File: config.mk
export PLATFORM = sky130hd
export DESIGN_NAME = motor_speed_ramp_stall_guard
export DESIGN_NICKNAME = d
export VERILOG_FILES = /design/src/hdl/msr_pkg.sv /design/src/hdl/msr_ramp.sv /design/src/hdl/msr_core.sv /design/src/hdl/motor_speed_ramp_stall_guard.sv
export SDC_FILE = /design/constraint.sdc
export NUM_CORES = 1
export LEC_CHECK = 0
export ABC_AREA = 0
export BUFFER_PORTS_ARGS = -buffer_cell sky130_fd_sc_hd__buf_2
export CORE_ASPECT_RATIO = 0.7
export CORE_MARGIN = 10
export CORE_UTILIZATION = 50
export CTS_CLUSTER_SIZE = 40
export DETAILED_ROUTE_END_ITERATION = 16
export PLACE_DENSITY = 0.68
export SKIP_LAST_GASP = 1
export SYNTH_ARGS = -nofsm -noshare
export SYNTH_HDL_FRONTEND = slang
export SYNTH_SLANG_ARGS = --single-unit
export TNS_END_PERCENT = 5
File: constraint.sdc
create_clock -name clk -period 17.2 [get_ports clk]
set_clock_uncertainty 0.1 [all_clocks]
set_input_delay 0 -clock clk [delete_from_list [all_inputs] [get_ports clk]]
set_output_delay 0 -clock clk [all_outputs]
set_load 0.005 [all_outputs]
File: src/hdl/msr_pkg.sv
// Shared types, codes and helpers for the motor speed ramp and stall guard.
// No dependencies; imported by every module of the block.
`timescale 1ns / 1ps

package msr_pkg;

  localparam int SpeedW  = 16;
  localparam int RemW    = 7;
  localparam int StepW   = 10;
  localparam int CfgIdxW = 3;

  localparam logic [16:0] RampScale = 17'd100;
  localparam int          RecipShift = 24;
  localparam logic [34:0] RecipMul  = 35'd167773;

  localparam logic [1:0] WS_IDLE    = 2'd0;
  localparam logic [1:0] WS_STOP    = 2'd1;
  localparam logic [1:0] WS_FORWARD = 2'd2;
  localparam logic [1:0] WS_REVERSE = 2'd3;

  localparam logic [1:0] MODE_CODE_IDLE = 2'd0;
  localparam logic [1:0] MODE_CODE_RUN  = 2'd1;
  localparam logic [1:0] MODE_CODE_ERR  = 2'd2;

  localparam logic [CfgIdxW-1:0] CFG_ACCEL_RATE  = 3'd0;
  localparam logic [CfgIdxW-1:0] CFG_DECEL_RATE  = 3'd1;
  localparam logic [CfgIdxW-1:0] CFG_LOW_LIMIT   = 3'd2;
  localparam logic [CfgIdxW-1:0] CFG_STALL_TIME  = 3'd3;
  localparam logic [CfgIdxW-1:0] CFG_BOUNCE_TIME = 3'd4;
  localparam logic [CfgIdxW-1:0] CFG_STALL_EN    = 3'd5;

  typedef enum logic [2:0] {
    MODE_IDLE = 3'b001,
    MODE_RUN  = 3'b010,
    MODE_ERR  = 3'b100
  } mode_t;

  typedef struct packed {
    logic [SpeedW-1:0] accel_rate;
    logic [SpeedW-1:0] decel_rate;
    logic [SpeedW-1:0] low_speed_limit;
    logic [SpeedW-1:0] stall_timeout;
    logic [SpeedW-1:0] bounce_timeout;
    logic              stall_check_enable;
  } cfg_t;

  typedef struct packed {
    logic [1:0]        mode;
    logic [SpeedW-1:0] reference_speed;
    logic              drive_enable;
    logic              regulator_clear;
    logic              stall_fault;
  } res_t;

  // sum / 100 by reciprocal multiply; exact for sums below 102400
  function automatic logic [StepW-1:0] quot100(input logic [16:0] sum);
    logic [34:0] prod;
    prod = 35'(sum) * RecipMul;
    return prod[RecipShift+StepW-1:RecipShift];
  endfunction

  function automatic logic [RemW-1:0] rem100(input logic [16:0] sum,
                                             input logic [StepW-1:0] q);
    logic [16:0] diff;
    diff = sum - 17'(q) * RampScale;
    return diff[RemW-1:0];
  endfunction

endpackage

File: src/hdl/msr_ramp.sv
// Ramp step for the reference speed with hundredths remainders.
// Depends on msr_pkg.
`timescale 1ns / 1ps

module msr_ramp import msr_pkg::*; (
  input  logic [SpeedW-1:0] ref_speed,
  input  logic [SpeedW-1:0] target,
  input  logic [RemW-1:0]   accel_rem,
  input  logic [RemW-1:0]   decel_rem,
  input  logic [SpeedW-1:0] accel_rate,
  input  logic [SpeedW-1:0] decel_rate,
  output logic [SpeedW-1:0] ref_speed_next,
  output logic [RemW-1:0]   accel_rem_next,
  output logic [RemW-1:0]   decel_rem_next
);

  logic [16:0]       rem_sum;
  logic [StepW-1:0]  step;
  logic [16:0]       up_speed;
  logic              accel;
  logic              decel;

  assign accel   = target > ref_speed;
  assign decel   = target < ref_speed;
  assign rem_sum = accel ? (17'(accel_rem) + 17'(accel_rate))
                         : (17'(decel_rem) + 17'(decel_rate));
  assign step     = quot100(rem_sum);
  assign up_speed = 17'(ref_speed) + 17'(step);

  always_comb begin
    ref_speed_next = ref_speed;
    accel_rem_next = accel_rem;
    decel_rem_next = decel_rem;
    if (accel) begin
      accel_rem_next = rem100(rem_sum, step);
      ref_speed_next = (up_speed > 17'(target)) ? target : up_speed[SpeedW-1:0];
    end else if (decel) begin
      if (decel_rate == '0) begin
        ref_speed_next = target;
      end else begin
        decel_rem_next = rem100(rem_sum, step);
        if (SpeedW'(step) >= ref_speed || (ref_speed - SpeedW'(step)) < target) begin
          ref_speed_next = target;
        end else begin
          ref_speed_next = ref_speed - SpeedW'(step);
        end
      end
    end
  end

endmodule

File: src/hdl/msr_core.sv
// Mode machine, ramp state and stall counters; updated once per request.
// Depends on msr_pkg and msr_ramp.
`timescale 1ns / 1ps

module msr_core import msr_pkg::*; (
  input  logic              clk,
  input  logic              rst,
  input  logic              fire,
  input  cfg_t              cfg,
  input  logic [1:0]        work_state,
  input  logic [SpeedW-1:0] speed_setpoint,
  input  logic [SpeedW-1:0] feedback_speed,
  output res_t              res
);

  mode_t             mode, mode_next;
  logic [SpeedW-1:0] ref_speed, ref_speed_next;
  logic [RemW-1:0]   accel_rem, accel_rem_next;
  logic [RemW-1:0]   decel_rem, decel_rem_next;
  logic [SpeedW-1:0] stall_count, stall_count_next;
  logic [SpeedW-1:0] bounce_count, bounce_count_next;

  logic              halt;
  logic [SpeedW-1:0] target;
  logic [SpeedW-1:0] ramp_speed;
  logic [RemW-1:0]   ramp_accel_rem;
  logic [RemW-1:0]   ramp_decel_rem;
  logic              drive;
  logic              clr;
  logic              fault;

  assign halt   = (work_state == WS_IDLE) || (work_state == WS_STOP);
  assign target = halt ? '0 : speed_setpoint;

  msr_ramp u_ramp (
    .ref_speed      (ref_speed),
    .target         (target),
    .accel_rem      (accel_rem),
    .decel_rem      (decel_rem),
    .accel_rate     (cfg.accel_rate),
    .decel_rate     (cfg.decel_rate),
    .ref_speed_next (ramp_speed),
    .accel_rem_next (ramp_accel_rem),
    .decel_rem_next (ramp_decel_rem)
  );

  always_comb begin
    mode_next         = mode;
    ref_speed_next    = ref_speed;
    accel_rem_next    = accel_rem;
    decel_rem_next    = decel_rem;
    stall_count_next  = stall_count;
    bounce_count_next = bounce_count;
    drive             = 1'b0;
    clr               = 1'b0;
    fault             = 1'b0;
    case (mode)
      MODE_IDLE: begin
        if (!halt) begin
          mode_next = MODE_RUN;
          clr       = 1'b1;
          drive     = 1'b1;
        end
      end
      MODE_RUN: begin
        if (halt && ref_speed <= cfg.low_speed_limit) begin
          mode_next        = MODE_IDLE;
          ref_speed_next   = '0;
          accel_rem_next   = '0;
          decel_rem_next   = '0;
          stall_count_next = '0;
          clr              = 1'b1;
        end else begin
          drive          = 1'b1;
          ref_speed_next = ramp_speed;
          accel_rem_next = ramp_accel_rem;
          decel_rem_next = ramp_decel_rem;
          if (cfg.stall_check_enable) begin
            if (feedback_speed < cfg.low_speed_limit) begin
              if (stall_count < cfg.stall_timeout) begin
                stall_count_next = stall_count + 1'b1;
              end else begin
                stall_count_next = '0;
                mode_next        = MODE_ERR;
                fault            = 1'b1;
              end
              bounce_count_next = '0;
            end else if (bounce_count < cfg.bounce_timeout) begin
              bounce_count_next = bounce_count + 1'b1;
            end else begin
              bounce_count_next = '0;
              stall_count_next  = '0;
            end
          end
        end
      end
      default: begin
        clr = 1'b1;
      end
    endcase
  end

  always_comb begin
    case (mode_next)
      MODE_IDLE: res.mode = MODE_CODE_IDLE;
      MODE_RUN:  res.mode = MODE_CODE_RUN;
      default:   res.mode = MODE_CODE_ERR;
    endcase
    res.reference_speed = ref_speed_next;
    res.drive_enable    = drive;
    res.regulator_clear = clr;
    res.stall_fault     = fault;
  end

  always_ff @(posedge clk) begin
    if (rst) begin
      mode         <= MODE_IDLE;
      ref_speed    <= '0;
      accel_rem    <= '0;
      decel_rem    <= '0;
      stall_count  <= '0;
      bounce_count <= '0;
    end else if (fire) begin
      mode         <= mode_next;
      ref_speed    <= ref_speed_next;
      accel_rem    <= accel_rem_next;
      decel_rem    <= decel_rem_next;
      stall_count  <= stall_count_next;
      bounce_count <= bounce_count_next;
    end
  end

endmodule

File: src/hdl/motor_speed_ramp_stall_guard.sv
// Top level: input register, config registers, core and result register.
// Depends on msr_pkg and msr_core.
//
//   channel  handshake             payload
//   in       in_valid / in_ready   work_state, speed_setpoint, feedback_speed
//   out      out_valid / out_ready mode, reference_speed, drive_enable,
//                                  regulator_clear, stall_fault
//   cfg      cfg_we                cfg_index, cfg_data
//
// One request per cycle while out_ready holds; each result is registered.
// The ramp, mode machine and stall counters are combinational between the
// input register and the result register, with a reciprocal multiply for /100.
// Synchronous reset restores the register defaults and idle mode.
// A stalled output holds its result; an empty input register still takes one.
`timescale 1ns / 1ps

module motor_speed_ramp_stall_guard import msr_pkg::*; (
  input  logic               clk,
  input  logic               rst,
  input  logic               in_valid,
  output logic               in_ready,
  input  logic [1:0]         work_state,
  input  logic [SpeedW-1:0]  speed_setpoint,
  input  logic [SpeedW-1:0]  feedback_speed,
  output logic               out_valid,
  input  logic               out_ready,
  output logic [1:0]         mode,
  output logic [SpeedW-1:0]  reference_speed,
  output logic               drive_enable,
  output logic               regulator_clear,
  output logic               stall_fault,
  input  logic               cfg_we,
  input  logic [CfgIdxW-1:0] cfg_index,
  input  logic [SpeedW-1:0]  cfg_data
);

  cfg_t              cfg;
  logic              req_valid;
  logic [1:0]        req_ws;
  logic [SpeedW-1:0] req_setpoint;
  logic [SpeedW-1:0] req_feedback;
  logic              advance;
  logic              fire;
  res_t              res;
  res_t              res_q;

  assign advance  = !out_valid || out_ready;
  assign fire     = req_valid && advance;
  assign in_ready = !req_valid || advance;

  always_ff @(posedge clk) begin
    if (rst) begin
      cfg.accel_rate         <= 16'd100;
      cfg.decel_rate         <= 16'd100;
      cfg.low_speed_limit    <= 16'd50;
      cfg.stall_timeout      <= 16'd1000;
      cfg.bounce_timeout     <= 16'd100;
      cfg.stall_check_enable <= 1'b1;
    end else if (cfg_we) begin
      case (cfg_index)
        CFG_ACCEL_RATE:  cfg.accel_rate         <= cfg_data;
        CFG_DECEL_RATE:  cfg.decel_rate         <= cfg_data;
        CFG_LOW_LIMIT:   cfg.low_speed_limit    <= cfg_data;
        CFG_STALL_TIME:  cfg.stall_timeout      <= cfg_data;
        CFG_BOUNCE_TIME: cfg.bounce_timeout     <= cfg_data;
        CFG_STALL_EN:    cfg.stall_check_enable <= cfg_data[0];
        default: ;
      endcase
    end
  end

  always_ff @(posedge clk) begin
    if (rst) begin
      req_valid <= 1'b0;
    end else if (in_ready) begin
      req_valid <= in_valid;
    end
  end

  always_ff @(posedge clk) begin
    if (in_valid && in_ready) begin
      req_ws       <= work_state;
      req_setpoint <= speed_setpoint;
      req_feedback <= feedback_speed;
    end
  end

  msr_core u_core (
    .clk            (clk),
    .rst            (rst),
    .fire           (fire),
    .cfg            (cfg),
    .work_state     (req_ws),
    .speed_setpoint (req_setpoint),
    .feedback_speed (req_feedback),
    .res            (res)
  );

  always_ff @(posedge clk) begin
    if (rst) begin
      out_valid <= 1'b0;
    end else if (advance) begin
      out_valid <= req_valid;
    end
  end

  always_ff @(posedge clk) begin
    if (fire) begin
      res_q <= res;
    end
  end

  assign mode            = res_q.mode;
  assign reference_speed = res_q.reference_speed;
  assign drive_enable    = res_q.drive_enable;
  assign regulator_clear = res_q.regulator_clear;
  assign stall_fault     = res_q.stall_fault;

endmodule

Yosys cells after proc, flatten, opt, wreduce, memory -nomap -nowiden
Index checks and enable logic that the tools add are counted.
{"block": "totals", "input_bits": 58, "output_inout_bits": 23, "elab_cells": 118, "regBits": 203}
{"block": "classes", "addsub": 7, "multipliers": 2, "n_mux": 35, "n_lt_le_gt_ge": 9, "bitwise_logic": 4, "n_reduce_logical": 26, "eq_ne": 13}
{"op": "2-to-1 mux 16 bit", "n": 15}
{"op": "less-than comparator 16 bit", "n": 5}
{"op": "2-to-1 mux 7 bit", "n": 6}
{"op": "adder 7 x 16 -> 17 bit", "n": 2}
{"op": "multiplier 17 x 18 -> 34 bit (second input constant)", "n": 1}
{"op": "adder 16 x 1 -> 16 bit (second input constant)", "n": 2}
{"op": "adder 16 x 10 -> 17 bit", "n": 1}
{"op": "> comparator 17 x 16 -> 1 bit", "n": 1}
{"op": "2-to-1 mux 17 bit", "n": 1}
{"op": "greater-or-equal comparator 10 x 16 -> 1 bit", "n": 1}
{"op": "> comparator 16 bit", "n": 1}
{"op": "less-or-equal comparator 16 bit", "n": 1}
{"op": "logical NOT 16 bit", "n": 1}
{"op": "subtractor 16 x 10 -> 16 bit", "n": 1}
{"op": "2-to-1 mux 3 bit", "n": 5}
{"op": "== test 3 x 2 -> 1 bit (second input constant)", "n": 4}
{"op": "AND reduction 2 bit", "n": 6}
{"op": "multiplier 10 x 5 -> 5 bit (second input constant)", "n": 1}
{"op": "== test 3 x 1 -> 1 bit (second input constant)", "n": 3}
{"op": "AND reduction 4 bit", "n": 2}
{"op": "subtractor 7 bit", "n": 1}
{"op": "== test 3 bit (second input constant)", "n": 2}
{"op": "one-hot mux 3 bit (2 select lines)", "n": 1}
{"op": "nonzero test 2 bit", "n": 3}
{"op": "other kinds (15)", "n": 29}

Longest topological paths before layout
Gate-level depths: netlist of the first run.
{"block": "depth", "depth_word": 15, "depth_mapped": 64, "ltp_nobuf": 54}

Cells and area by module
From an unflattened synthesis of the first run, not the netlist that was laid out.
{"block": "hier_totals", "hier_cells": 2212, "hier_area_um2": 19462.4}
{"mod": "msr_ramp", "area_each_um2": 9706.8, "seq_area_each_um2": 0.0, "cells_each": 1189, "n_inst": 1}
{"mod": "motor_speed_ramp_stall_guard", "area_each_um2": 4953.5, "seq_area_each_um2": 3313.2, "cells_each": 364, "n_inst": 1}
{"mod": "msr_core", "area_each_um2": 4802.1, "seq_area_each_um2": 1301.2, "cells_each": 659, "n_inst": 1}

Worst setup path after synthesis of the first run
Ideal clock, no wire load.
{"block": "synth_timing", "path_type": "register to register", "start": "reg req_ws[1]", "end": "reg res_q (netlist bit reference_speed[14]) (data pin)", "synth_period_minus_slack_ps": 13060, "slack_ps": 4140, "path_stages_with_launch": 58, "t_arrival_ps": 12692, "path_buffers": 9, "setup_ps": 268, "required_ps": 16832, "path_cell_list": "edfxtp_1 buf_6 clkbuf_1 clkbuf_1 nand2_1 inv_1 ha_1 and4_1 o21ai_0 o211ai_2 a21oi_1 buf_6 nor2_1 clkbuf_1 buf_1 nor2_1 nor2_1 inv_1 (+22 left out) clkbuf_1 nor4_1 o21ai_0 o21ai_1 nor2_1 xnor2_1 ha_1 nand4_1 a211oi_1 o211ai_1 and3_1 or4b_1 buf_2 nor2_1 buf_2 nor2_1 a2111oi_0 nor3_1"}
{"element": "start, declared", "line": "motor_speed_ramp_stall_guard.sv:39", "text": "logic [1:0] req_ws;"}
{"element": "start signal, assigned", "line": "motor_speed_ramp_stall_guard.sv:82", "text": "req_ws <= work_state;"}
{"element": "end signal, assigned", "line": "motor_speed_ramp_stall_guard.sv:109", "text": "res_q <= res;"}
{"element": "end, declared", "line": "motor_speed_ramp_stall_guard.sv:45", "text": "res_t res_q;"}

==> summary.txt, run 1 <==
Power
  • Cell Int Power: 1.50 mW
  • VDD IR max: 0.114 mV
  • Flop pwr share: 17.7%
  • Power density cells: 134 mW/mm^2
  • Switching power: 1.38 mW
  • Sw frac: 47.9%
  • LEAKAGE: 10.1 nW
  • Gate power share: 65.9%
  • Clk pwr share: 16.4%

Min path
  • Worst hold-check path type: input port to flip-flop
  • Hold Crit Depth: 2

STA
  • RSZ-0062 raised after global routing: false
  • Final hold vios: 0
  • Fin crit period: 16.02 ns
  • Rel. slew slack: 25.8%
  • Fin Setup TNS: 0 ns
  • Final period util: 93.1%
  • Setup Viol. Count Final: 0
  • Final slew viol count: 0
  • Setup ws final: 1.18 ns
  • FMAX: 62.4 MHz
  • Hold slack final: 0.0635 ns
  • Worst Max-Slew Pin Slew: 1.10 ns

Finish
  • FF+latch area: 0.00458 sq mm
  • Final core utilization: 56.9%
  • Fill cells: 3351
  • Nets: 2808
  • # diodes: 0
  • Finished Layout Cells: 2859
  • Area Overhead vs Synth: 11.4%
  • Layout cells sized above 1: 7.47%
  • Multi-input logic area: 0.0131 sq mm

Global route
  • Met1 Resource Use GR: 35.5%
  • GRT Residual Overflow: 0
  • Antenna violations before repair: 0
  • GRT Util Overall: 24.5%
  • Largest net degree at the start of global routing: 65
  • Global-route wire length before repair: 91200 um
  • M2 GR Usage: 36.5%
  • Most used routing layer: met2
  • Met3 usage: 5.41%
  • Vias in the first global route: 16500

Logic synthesis
  • Mean Syn Cell Area: 8.55 sq um
  • Async S/R FF share, synth: 0%
  • Synth top cells by count: inv_1, ha_1, nand2_1, a21oi_1, dfxtp_1
  • Synth Warn #: 0
  • Syn Inst Count: 2247
  • Netlist cell types: 92
  • Synth top area cells: ha_1, dfxtp_1, fa_1, edfxtp_1, inv_1
  • Largest area contributor in the netlist: ha_1
  • Ys flop type: dfxtp_1
  • Post-synth EDFFs: 54
  • Sequential area share after synthesis: 23.9%
  • Most instantiated library cell after synthesis: inv_1
  • Mapped cell area: 0.0192 sq mm
  • Share of the synthesized area in the top cell type: 18.5%
  • #FFs+latches synth: 202

Placed design
  • Gp weighted congestion: 0.958
  • Placed cells: 2762
  • IO buf count: 79
  • DP HPWL: 44400 um
  • Dpl ws: 1.68 ns

Clock network
  • CTS Sinks: 202
  • Worst skew pair latency: 0.54 ns
  • CTS tree: done
  • CTS root buf: clkbuf_16
  • Reg clk slew, reported paths: 0.07 ns
  • CTS Buffer Depth: 3
  • Post-CTS Setup Inserts: 0
  • H-Tree Depth: 1
  • TritonCTS buffer count: 20

Critical path
  • Crit. End Element: flip-flop
  • Worst Setup Start Kind: flip-flop
  • Crit path kind: flip-flop to flip-flop
  • Critical path required time: 17.37 ns
  • Worst R2R Path Depth: 51
  • Slowest cell on crit path: edfxtp_1
  • CP arrival: 16.19 ns
  • Slowest stage delay, CP: 1.05 ns
  • Crit-path max FO: 28

Floorplanning
  • Die area: 0.0468 sq mm
  • Initial core utilization: 51.1%
  • Die Y: 184 um
  • Row Count: 59
  • Core ar.: 0.0376 sq mm
  • Die Wd: 254 um
  • I/O Pins: 81

Route
  • DR pass1 iterations: 6
  • DR WL/cell: 20.1 um
  • DRT antenna net count: 0
  • Drt total wl: 57500 um
  • Starting DRT DRC Count: 1524
  • DR vias: 16700
  • Vias per std cell: 5.84
  • DRC: 0

Status
  • Status: completed

Run
  • Max-cap violations: 0
critical path, delay by kind of cell, from the launching register on:
| family | cells | cell delay [ns] |
|---|---|---|
| AOI/OAI and AO/OA | 14 | 3.70 |
| xor gates and xnor gates | 1 | 0.21 |
| and+or+nand+nor | 14 | 3.43 |
| DFF | 1 | 1.05 |
| buffers and inverters | 10 | 1.84 |
| adders and majority gates | 10 | 4.44 |
| muxes | 2 | 0.97 |
routing by layer:
layer / up-vias / part of all wire, %
met2: 646 / 42
met5: - / 0
li1: 7984 / -
met3: 97 / 8.9
met1: 7978 / 47
met4: 0 / 2.2
cell usage in the layout (no fill, tap or decap), drive strengths merged, types with 11 or more instances in the layout:
cell type    count
clkbuf          28
o211ai          24
dfxtp          148
and2            12
buf            104
a211oi          21
or2             12
nor2           111
a21o            54
xor2            36
ha             284
o21ai           83
nand4           32
fa             109
xnor2           51
a2111oi         11
and3            28
dlygate4sd3     61
a31oi           15
nand2b          24
nand2          259
a221oi          11
or3             15
nand3           60
a21oi          159
mux2i           22
edfxtp          54
inv            321
nor3            44
nor4            20
nor2b           13
kinds of logic (layout without fill, tap and decap cells):
logic type	after synthesis	count (layout)	share of synthesized area, %
adders and majority gates	393	393	29.9
AOI/OAI and AO/OA	486	486	16.7
xor gates and xnor gates	87	87	3.97
buffers and inverters	401	523	8.00
muxes	27	27	1.44
and+or+nand+nor	649	649	16.1
DFF	202	202	23.9
other	2	4	0.0391
cell type report:
class / instances / area share (%)
clock buffer: 28 / 2.67
sequential: 202 / 21.4
inverter: 322 / 5.65
multi-input combinational: 1646 / 61.2
tap: 488 / 2.85
clock inverter: 8 / 0.561
timing repair buffer: 165 / 5.59
stage by stage:
stage | cell area [sq um] | power (mW)
final | 21400 | 2.88
after global routing | 21400 | 3.16
after CTS | 21400 | 2.86
after detailed placement | 20100 | 2.37
after global placement | 20100 | 2.32
after floorplan | 19200 | 1.88
path summary, 6_finish.rpt:
path                                  endpoint  slack (ns)                 start
hold reg to reg           cfg[19]$_SDFFE_PP0P_        0.36  cfg[19]$_SDFFE_PP0P_
hold / removal      req_feedback[15]$_DFFE_PP_        0.06    feedback_speed[15]
setup / recovery  reference_speed[2]$_DFFE_PP_        1.18   req_ws[1]$_DFFE_PP_
setup reg to reg  reference_speed[2]$_DFFE_PP_        1.18   req_ws[1]$_DFFE_PP_
flip-flops by register name (all words and copies together), names as in the netlist:
register and flops:
cfg 81, reference_speed 16, req_feedback 16, req_setpoint 16, u_core.bounce_count 16, u_core.ref_speed 16
u_core.stall_count 16, u_core.accel_rem 7, u_core.decel_rem 7, u_core.mode 3, mode 2, drive_enable 1
out_valid 1, regulator_clear 1, req_valid 1, req_ws 1, stall_fault 1
power groups by stage:
stage	registers, mW	clock network [mW]	logic [mW]
6_report	0.508	0.472	1.89
5_1_grt	0.509	0.494	2.16
4_1_cts	0.508	0.476	1.87
3_5_place_dp	0.519	0	1.85
3_3_place_gp	0.519	0	1.80
2_1_floorplan	0.515	0	1.37
what timing repair did:
action                                 in CTS  in global routing
endpoints found under the hold margin     140                  0
resized for setup                           0                  0
hold buffers                               61                  0
Power figures use the tool's default switching activity.
==> run 2: changes to the inputs <==
Settings changed: CORE_MARGIN 10 to not set, HOLD_SLACK_MARGIN set to 0.08.
==> summary.txt, run 2 (synthesis gave the netlist of run 1 again) <==
Status
  • Status: completed

Clock network
  • TritonCTS buffer count: 22 (+10%)
  • CTS Buffer Depth: 3 (unchanged)
  • CTS Sinks: 202 (unchanged)
  • Post-CTS Setup Inserts: 0 (unchanged)
  • CTS root buf: clkbuf_16
  • Reg clk slew, reported paths: 0.06 ns (about the same)
  • Post-CTS resize count: 0 (unchanged)
  • H-Tree Depth: 1 (unchanged)
  • CTS tree: done
  • Hold Buf Count CTS: 91 (+49%)
  • Worst skew pair latency: 0.54 ns (about the same)

Critical path
  • CP bufs+invs: 8 (-2)
  • Slowest stage delay, CP: 1.07 ns (+0.02 ns)
  • Crit path kind: flip-flop to flip-flop
  • Crit. End Element: flip-flop
  • Worst R2R Path Depth: 50 (-2.0%)
  • Critical path required time: 17.37 ns (about the same)
  • R2R setup slack: 1.02 ns (-0.16 ns)
  • CP arrival: 16.35 ns (+0.16 ns)
  • Worst Setup Start Kind: flip-flop
  • Slowest cell on crit path: edfxtp_1
  • Top Family by Delay on Critical Path: compound AO/OA/AOI/OAI gates
  • Most used cell, CP: inv_1
  • Crit-path max FO: 28 (unchanged)
  • Levels on crit path: 50 (-2.0%)

Finish
  • Nets: 2840 (+1.1%)
  • # diodes: 0 (unchanged)
  • Most common cell after layout, fill and taps aside: inv_1
  • Commonest cells after routing, fill and taps aside: inv_1, ha_1, nand2_1
  • Area Overhead vs Synth: 13.5%
  • Max reg flops: 81 (unchanged)
  • Layout cells sized above 1: 7.57% (+0.10 points)
  • Biggest register: cfg

Route
  • DRC: 0 (unchanged)
  • Met1 Routed Length: 26400 um (-2.7%)
  • DR pass1 iterations: 6 (unchanged)
  • DRT antenna net count: 0 (unchanged)
  • Met3 routed WL: 5520 um (+7.5%)
  • DR vias: 16900 (+0.98%)
  • Drt total wl: 57400 um (-0.19%)
  • Starting DRT DRC Count: 1433 (-6.0%)
  • DR WL/cell: 19.8 um (-1.4%)
  • Metal2 WL: 24500 um (+2.0%)
  • Vias per std cell: 5.83 (-0.21%)
  • Max Used Layer: met4

Global route
  • GRT Util Overall: 29.6% (+5.1 points)
  • Vias in the first global route: 16700 (+1.4%)
  • Antenna violations before repair: 0 (unchanged)
  • GRT Residual Overflow: 0 (unchanged)
  • Largest net degree at the start of global routing: 69 (+6.2%)
  • Global-route wire length before repair: 92100 um (+1.1%)

STA
  • RSZ-0062 raised after global routing: false
  • Final slew viol count: 0 (unchanged)
  • FMAX: 61.8 MHz (-0.98%)
  • Rel. slew slack: 19.3% (-6.6 points)
  • Worst Max-Slew Pin Slew: 1.21 ns (+0.106 ns)
  • Fin crit period: 16.18 ns (+0.159 ns)
  • Final hold vios: 0 (unchanged)
  • Setup Viol. Count Final: 0 (unchanged)
  • Final period util: 94.1% (+0.93 points)
  • Fin Setup TNS: 0 ns (unchanged)

Run
  • Max-cap violations: 0 (unchanged)

Floorplanning
  • Die Wd: 236 um (-7.1%)
  • Die Y: 166 um (-9.8%)
  • Core ar.: 0.0375 sq mm (-0.20%)
  • I/O Pins: 81 (unchanged)
  • Row Count: 59 (unchanged)
  • Initial core utilization: 51.2% (+0.10 points)
  • Die area: 0.0392 sq mm (-16%)

Power
  • Pwr Total: 2.96 mW (+2.8%)
  • LEAKAGE: 10.3 nW (+1.8%)
  • VDD IR max: 0.119 mV (+4.7%)
  • Power density cells: 136 mW/mm^2 (+0.84%)

Placed design
  • IO buf count: 79 (unchanged)
  • Gp weighted congestion: 0.971 (+1.3%)
  • DP HPWL: 44300 um (-0.35%)

Min path
  • Hold Crit Depth: 2 (unchanged)
  • Worst hold-check path type: input port to flip-flop
run 2: cell count changes in the layout (fill, tap and decap cells not counted), sizes merged:
cell,delta
inv,+1
dlygate4sd3,+30
clkinvlp,-2
clkbuf,-4
bufinv,+3
clkinv,+6
run 2: where the power goes:
part	switching [mW]	internal (mW)
combinational	1.18	0.739
clock	0.215	0.314
sequential	0.00802	0.500
total	1.40	1.55
run 2: layer usage:
metal	track usage, %	up-vias
li1	-	8068
met1	42.6	8061
met2	45.5	655
met4	5.42	0
met3	6.82	84
met5	0	-
run 2: stage by stage:
stage          utilization [%]  setup WS, ns  instance area (sq um)  hold WS, ns  std cells
2_1_floorplan                -          4.14                  19200     -0.00113       2249
3_3_place_gp              53.6          1.87                  20100       0.0758       2762
3_5_place_dp              53.6          1.61                  20100       0.0781       2762
4_1_cts                   58.1          1.53                  21800       0.0810       2893
5_1_grt                   58.1         0.246                  21800       0.0832       2893
6_report                  58.1          1.02                  21800       0.0846       2893
run 2: path summary, 6_finish.rpt:
| path | start | end |
|---|---|---|
| hold / removal | feedback_speed[9] | req_feedback[9]$_DFFE_PP_ |
| setup reg to reg | req_ws[1]$_DFFE_PP_ | reference_speed[2]$_DFFE_PP_ |
| setup / recovery | req_ws[1]$_DFFE_PP_ | reference_speed[2]$_DFFE_PP_ |
| hold reg to reg | cfg[39]$_SDFFE_PP0P_ | cfg[39]$_SDFFE_PP0P_ |
run 2: cell type report:
class | count | area, sq um
fill | 3366 | 15700
timing repair buffer | 195 | 1500
clock inverter | 16 | 241
clock buffer | 24 | 558
inverter | 322 | 1210
tap | 488 | 611
multi-input combinational | 1646 | 13100
sequential | 202 | 4580
